--- config.mk ---
export PLATFORM = sky130hd
export DESIGN_NAME = pcpa_head_file
export DESIGN_NICKNAME = d
export VERILOG_FILES = /design/src/rtl/core/pcpa_pkg.sv /design/src/rtl/core/pcpa_head_file.sv
export SDC_FILE = /design/constraint.sdc
export NUM_CORES = 1
export LEC_CHECK = 0
export BUFFER_PORTS_ARGS = -buffer_cell sky130_fd_sc_hd__buf_2
export CORE_AREA = 2 2 126 116
export DETAILED_ROUTE_END_ITERATION = 6
export DIE_AREA = 0 0 128 118
export MAX_ROUTING_LAYER = met4
export SLEW_MARGIN = 20
export SYNTH_ARGS = -nofsm -noshare
export SYNTH_HDL_FRONTEND = slang
export SYNTH_SLANG_ARGS = --single-unit
--- constraint.sdc ---
create_clock -name clk -period 4.9 [get_ports clk]
set_clock_uncertainty 0.1 [all_clocks]
set_input_delay 0.98 -clock clk [delete_from_list [all_inputs] [get_ports clk]]
set_output_delay 0.98 -clock clk [all_outputs]
set_load 0.005 [all_outputs]
--- src/rtl/core/pcpa_pkg.sv ---
// ----------------------------------------------------------------------------
// pcpa_pkg: shared types and codes of the per-CPU page allocator
// Request and result structs, status and action codes, register indexes.
// ----------------------------------------------------------------------------
package pcpa_pkg;

  localparam int NUM_CPUS_DEF   = 8;
  localparam int NUM_PAGES_DEF  = 32768;
  localparam int PAGE_BYTES_DEF = 4096;

  localparam int ADDR_W     = 32;
  localparam int CPU_FLD_W  = 3;
  localparam int CFG_DATA_W = 32;
  localparam int CFG_IDX_W  = 1;

  localparam logic [ADDR_W-1:0] REGION_START_RST = 32'h8000_0000;
  localparam logic [ADDR_W-1:0] REGION_STOP_RST  = 32'h8800_0000;

  localparam logic ACT_FREE  = 1'b0;
  localparam logic ACT_ALLOC = 1'b1;

  typedef enum logic [1:0] {
    STATUS_DONE     = 2'd0,
    STATUS_EMPTY    = 2'd1,
    STATUS_BAD_ADDR = 2'd2
  } status_t;

  typedef enum logic [CFG_IDX_W-1:0] {
    CFG_REGION_START = 1'b0,
    CFG_REGION_STOP  = 1'b1
  } cfg_idx_t;

  typedef struct packed {
    logic                 action;
    logic [CPU_FLD_W-1:0] cpu;
    logic [ADDR_W-1:0]    page_addr;
  } pcpa_in_t;

  typedef struct packed {
    logic [ADDR_W-1:0] granted_addr;
    logic [1:0]        status;
  } pcpa_out_t;

  // head file write control
  typedef struct packed {
    logic we;
    logic valid;
  } hf_wr_ctl_t;

  // head file read status
  typedef struct packed {
    logic found;
    logic valid;
  } hf_rd_sts_t;

endpackage

--- src/rtl/core/pcpa_head_file.sv ---
// ----------------------------------------------------------------------------
// pcpa_head_file: list heads and head valid bits, one per CPU
// Pick the pop source (own list, else lowest other non-empty) and read it.
// ----------------------------------------------------------------------------
module pcpa_head_file #(
  parameter int NUM_CPUS = 8,
  parameter int CPU_W    = 3,
  parameter int PAGE_W   = 15
) (
  input  logic                   clk,
  input  logic                   rst_n,
  input  logic [CPU_W-1:0]       rd_cpu,
  input  logic                   rd_pop,
  output pcpa_pkg::hf_rd_sts_t   rd_sts,
  output logic [CPU_W-1:0]       rd_idx,
  output logic [PAGE_W-1:0]      rd_page,
  input  pcpa_pkg::hf_wr_ctl_t   wr_ctl,
  input  logic [CPU_W-1:0]       wr_idx,
  input  logic [PAGE_W-1:0]      wr_page
);
  import pcpa_pkg::*;

  logic [PAGE_W-1:0]   heads_r [NUM_CPUS];
  logic [NUM_CPUS-1:0] valid_r;
  logic [CPU_W-1:0]    other_idx;
  logic                other_any;
  logic                own_valid;

  // lowest-numbered other CPU with a non-empty list
  always_comb begin
    other_idx = '0;
    other_any = 1'b0;
    for (int i = NUM_CPUS - 1; i >= 0; i--) begin
      if (valid_r[i] && (CPU_W'(i) != rd_cpu)) begin
        other_idx = CPU_W'(i);
        other_any = 1'b1;
      end
    end
  end

  assign own_valid = valid_r[rd_cpu];

  always_comb begin
    rd_idx       = rd_cpu;
    rd_sts.found = 1'b1;
    if (rd_pop && !own_valid) begin
      rd_idx       = other_idx;
      rd_sts.found = other_any;
    end
    rd_sts.valid = valid_r[rd_idx];
    rd_page      = heads_r[rd_idx];
  end

  always_ff @(posedge clk) begin
    if (!rst_n) begin
      valid_r <= '0;
    end else if (wr_ctl.we) begin
      valid_r[wr_idx] <= wr_ctl.valid;
    end
    if (wr_ctl.we) begin
      heads_r[wr_idx] <= wr_page;
    end
  end

endmodule

# Word-level counts from Yosys, hierarchy flattened

Memory sizes are Yosys's and may differ from the RTL's.
Cells that the tools add are included.

Memories kept: 1
Register bits after elaboration: 8
Logic and storage cells: 52
RAM bits: 120
Input port bits: 26

$lt $le $gt $ge: 4
Muxes and demuxes: 27
Reductions and logical operators: 12
Equality and inequality tests: 7

Memory list:

| memory  | words | bits a word | rd ports | clocked after Yosys merged registers in | wr ports | RTL line             | RTL |
|---|---|---|---|---|---|---|---|
| heads_r | 8     | 15          | 1        | 0                                       | 1        | pcpa_head_file.sv:23 | `logic [PAGE_W-1:0] heads_r [NUM_CPUS];` |

Operator list:

| cell                 | count |
|---|---|
| $mux W3              | 9 |
| $mux W1              | 14 |
| $lt A3 B4 Y1 const B | 3 |
| $ne A3 B3 Y1 const A | 4 |
| $logic_and A1 B1 Y1  | 10 |
| $bwmux W8            | 1 |
| $bmux W1 S3          | 2 |
| $ne A2 B3 Y1 const A | 2 |
| $demux W1 S3         | 1 |
| $ge A3 B1 Y1 const B | 1 |
| $ne A1 B3 Y1 const A | 1 |
| $reduce_bool A3 Y1   | 1 |
| $logic_not A1 Y1     | 1 |

# Depth between registers and ports, before layout

Depth in word-level cells: 13
Depth in mapped cells: 11
Mapped depth without buffers: 8

# Worst setup path after synthesis

Ideal clock, no wire load.

Path kind: in2out
From: input port rd_cpu[1]
To: output port rd_page[12]
Setup slack: 0.973 ns
Required time: 3.820 ns
Cell stages on the path: 11
Arrival: 2.847 ns
Cells stage by stage: buf_6 -> buf_4 -> o31a_1 -> o32ai_1 -> nand2_1 -> o31ai_4 -> buf_6 -> buf_4 -> mux2_1 -> o22ai_1 -> nor2_1

Cells in the longest elaborated chain, start to end: 12
Elaborated cells between the ends (all ways): 30
Classes of those cells: eq/ne (7); mux (11); reduce/logical (11); memory (1)

RTL lines:

| element               | RTL line             | RTL |
|---|---|---|
| from (decl)           | pcpa_head_file.sv:12 | `input logic [CPU_W-1:0] rd_cpu,` |
| $ne A3 B3 Y1          | pcpa_head_file.sv:34 | `if (valid_r[i] && (CPU_W'(i) != rd_cpu)) begin` |
| $logic_and A1 B1 Y1   | pcpa_head_file.sv:34 |  |
| $mux W3 (8 in series) | pcpa_head_file.sv:34 |  |
| $mux W3 *             | pcpa_head_file.sv:46 | `if (rd_pop && !own_valid) begin` |
| $mem_v2 Z8 W15 *      | -                    |  |
| to (decl)             | pcpa_head_file.sv:16 | `output logic [PAGE_W-1:0] rd_page,` |

Every way passes the cells marked *; elsewhere a longest branch is shown, timed or not. The select of a mux whose other input is x is not followed.

# Final worst setup path

From: input port rd_cpu[1]
To: output port rd_page[13]

The elaborated chain is that of the path after synthesis.

==> reports/results.md <==
| Group | Parameter | This run |
|:---|:---|:---|
| sta | Relative slew slack | 48.5% |
| floorplan | Core outline area | 13700 um2 |
| worst setup path | Worst EP required | 3820 ps |
| yosys | Post-synthesis average cell area | 15.5 um2 |
| clocking | Inserted Clock Buffers | 17 |
| yosys | Cell variety after synth | 48 |
| global routing | First-pass GRT wire length | 18100 um |
| yosys | Number of cells produced by synthesis | 359 |
| power and ir drop | Net switching component of the power | 0.589 mW |
| status | Outcome | completed |
| worst setup path | Cell breakdown of the critical path | buf_2 -> mux2i_1 -> and3_4 -> or3_4 -> a32oi_2 -> inv_2 -> a2111oi_0 -> nor3b_1 -> buf_2 |
| detailed routing | Via-per-instance ratio | 5.31 |
| clocking | CTS clk-pin slew, worst paths | 50 ps |
| worst setup path | Reg2Reg Depth | 2 |
| sta | RSZ-0062 raised after global routing | no |
| worst setup path | Kind of end point of the critical path | output pin |
| power and ir drop | Leakage power | 2.24 nW |
| power and ir drop | Part of the total power dissipated in sequential elements | 44.8% |
| detailed routing | Routed Wire Length | 11700 um |
| sta | Smallest hold slack | 476 ps |
| yosys | Share of synthesized area occupied by flip-flops and latches | 67.6% |
| yosys | Count of warnings emitted by yosys | 0 |
| sta | Highest achievable clock rate | 0.216 GHz |
| min path | Depth of the worst hold-timing path | 2 |
| sta | Final worst path period share | 94.4% |
| finish | Inserted Diodes | 0 |
| floorplan | Std cell rows | 41 |
| detailed routing | Count of TritonRoute iterations in the first routing pass | 4 |
| clocking | Post-CTS setup buffer count | 0 |
| worst setup path | CP Data Arrival Time | 3540 ps |
| detailed routing | Count of vias placed by the detailed router | 3199 |
| global routing | Total Routing Usage GR | 16.7% |
| clocking | Clock tree from TritonCTS | yes |
| sta | Actual transition at the worst max-transition pin | 769 ps |
| worst setup path | CP Depth | 9 |
| floorplan | Area enclosed by the die boundary | 15100 um2 |
| run | Max-cap violation count | 0 |
| min path | Worst min path class | flip-flop to flip-flop |
| worst setup path | Delay-heaviest family, CP | compound AO/OA/AOI/OAI gates |
| yosys | #FFs+latches synth | 128 |
| clocking | Worst-skew pair later-pin latency | 410 ps |
| clocking | # H-tree levels | 4 |
| detailed routing | Post-route antenna net violation count | 0 |
| power and ir drop | Net switching fraction of the power | 21.3% |
| floorplan | Starting Density | 40.5% |
| place | Port-buffer cells | 45 |
| clocking | CTS-repair resized insts | 0 |
| yosys | Count of flip-flops with a built-in enable after synthesis | 120 |
| floorplan | I/O pin count | 46 |
| global routing | Pin count of the biggest net entering global routing | 66 |
| yosys | Cell area after synthesis | 5570 um2 |
| finish | Combined flip-flop and latch cell area | 3760 um2 |
| floorplan | Die width | 128 um |
| worst setup path | Maximum fanout along the worst path | 19 |
| floorplan | Overall die height | 118 um |
| power and ir drop | Total power divided by cell area | 418 nW/um2 |
| power and ir drop | VDD IR-drop max | 0.260 mV |
| worst setup path | Cell type with the highest occurrence count on the critical path | buf_2 |
| global routing | Initial antenna violation count | 0 |
| detailed routing | DRC violation count after routing | 0 |
| finish | Commonest cells after routing, fill and taps aside | 120 x edfxtp_1, 45 x buf_2, 39 x mux2_1 |
| clocking | CTS sink cnt | 128 |
| sta | Clock period minus worst slack | 4620 ps |
| sta | Final-report hold violation count | 0 |
| finish | Filler cell count | 1185 |
| worst setup path | Delay of the slowest cell on the worst path | 680 ps |
| clocking | Root buffer cell | clkbuf_16 |
| finish | Count of nets after finishing | 444 |
| place | Post-detail-place hpwl | 7040 um |
| detailed routing | Routed wirelength normalized by instance count | 19.4 um |
| global routing | Number of global-route vias before repair | 3285 |
| clocking | Clock buffer depth | 2 |
| finish | Most common cell after layout, fill and taps aside | edfxtp_1 |
| global routing | Aggregate global routing overflow | 0 |
| finish | Area Overhead vs Synth | 18.8% |
| worst setup path | Crit path buf inv count | 3 |
| yosys | Synth Flop Type | edfxtp_1 |
| power and ir drop | Internal power consumption | 2.18 mW |
| clocking | Number of hold-repair buffers added at the cts stage | 0 |
| worst setup path | CP max stage cell | a2111oi_0 |
| worst setup path | Category of the worst setup path launch point | input pin |
| yosys | Post-synthesis async set-or-reset flop share | 0% |
| power and ir drop | Combinational cell fraction of total power | 8.7% |
| power and ir drop | Clk pwr share | 46.4% |
| place | Gp weighted congestion | 0.788 |
| sta | Final Max Tran Viols | 0 |
| detailed routing | Number of DRC markers in iteration 0 | 240 |
| yosys | Nets in the synthesized netlist | 385 |
| finish | Combined area of the multi-input logic cells | 1670 um2 |
| worst setup path | Setup Crit Path Kind | input pin to output pin |
| finish | Fraction of layout cells with a size suffix above 1 | 28.3% |
| sta | Sum of negative setup slack | 0 ps |
| sta | Final setup violation count | 0 |
-- stage by stage --
step / area (um2) / worst slack [ps] / std cells / power [mW] / utilization, %
floorplan: 5570 / 973 / 359 / 1.42 / -
global placement: 6010 / 373 / 571 / 1.50 / 43.7
detailed placement: 6010 / 385 / 571 / 1.51 / 43.7
CTS: 6610 / 290 / 603 / 2.79 / 48.1
global route: 6610 / 165 / 603 / 2.86 / 48.1
finish: 6610 / 276 / 603 / 2.77 / 48.1
-- routing by layer --
metal | GRT usage [%] | routed length [um] | vias to the layer above
met5 | - | 0 | -
met4 | 5.77 | 155 | 0
met3 | 3.77 | 406 | 14
met2 | 25.4 | 5620 | 67
met1 | 22.1 | 5510 | 1589
li1 | - | - | 1529
-- final cells by class --
class	instances	share of cell area (%)
repair buffers	59	5.19
inverters	5	0.284
flip-flops and latches	128	56.9
well taps	172	3.26
multi-input cells	207	25.2
clock buffers	19	6.55
clock inverters	13	2.55
-- cells by family after synthesis --
logic type | count (synthesis) | share of synthesized area (%)
compound gates | 61 | 8.66
buf+inv | 24 | 2.56
flops | 128 | 67.6
mux | 68 | 13.7
simple gates | 78 | 7.49
-- flip-flops by register name, indices dropped and copies added, names as in the netlist --
register	cells
valid_r	8
heads_r	120
-- synth_stat cells, types with 2 or more instances --
cell type  instances  area share [%]
a21boi_0           6            0.81
and4b_1            2            0.36
buf_2              6            0.54
buf_4              8             1.1
buf_6              2            0.40
clkbuf_1           3            0.20
dfxtp_1            8             2.9
edfxtp_1         120              65
inv_1              4            0.27
mux2_1            39             7.9
mux2_2            21             4.2
mux2i_1            7             1.3
nand2_1           14            0.94
nand2b_1           8            0.90
nand3_1            2            0.18
nor2_1            27             1.8
nor2b_1            7            0.79
nor3_1             5            0.45
nor3b_1            2            0.27
nor4b_1            3            0.47
nor4bb_1           2            0.36
o21ai_0            7            0.63
o221ai_1           2            0.31
o22ai_1           29             3.3
o31ai_4            2            0.76
-- power groups by stage --
stage               clock [mW]  sequential (mW)  combinational (mW)
floorplan                    0             1.26               0.155
finish                    1.28             1.24               0.242
CTS                       1.30             1.24               0.246
global placement             0             1.26               0.241
global route              1.35             1.24               0.265
detailed placement           0             1.26               0.245
-- path summary, 6_finish.rpt --
| check | start | end | slack [ps] |
|---|---|---|---|
| min reg2reg | valid_r[5] | valid_r[5] | 480 |
| max reg2reg | valid_r[2] | valid_r[2] | 3910 |
| min | valid_r[5] | valid_r[5] | 480 |
| max | rd_cpu[1] | rd_page[13] | 280 |
-- tightest hold or removal path: stages, from the launching register on --
cell and delay, ps:
dfxtp_1 360, o21ai_0 90, a21boi_0 70
Note: power is estimated with default switching activity, not from simulation.
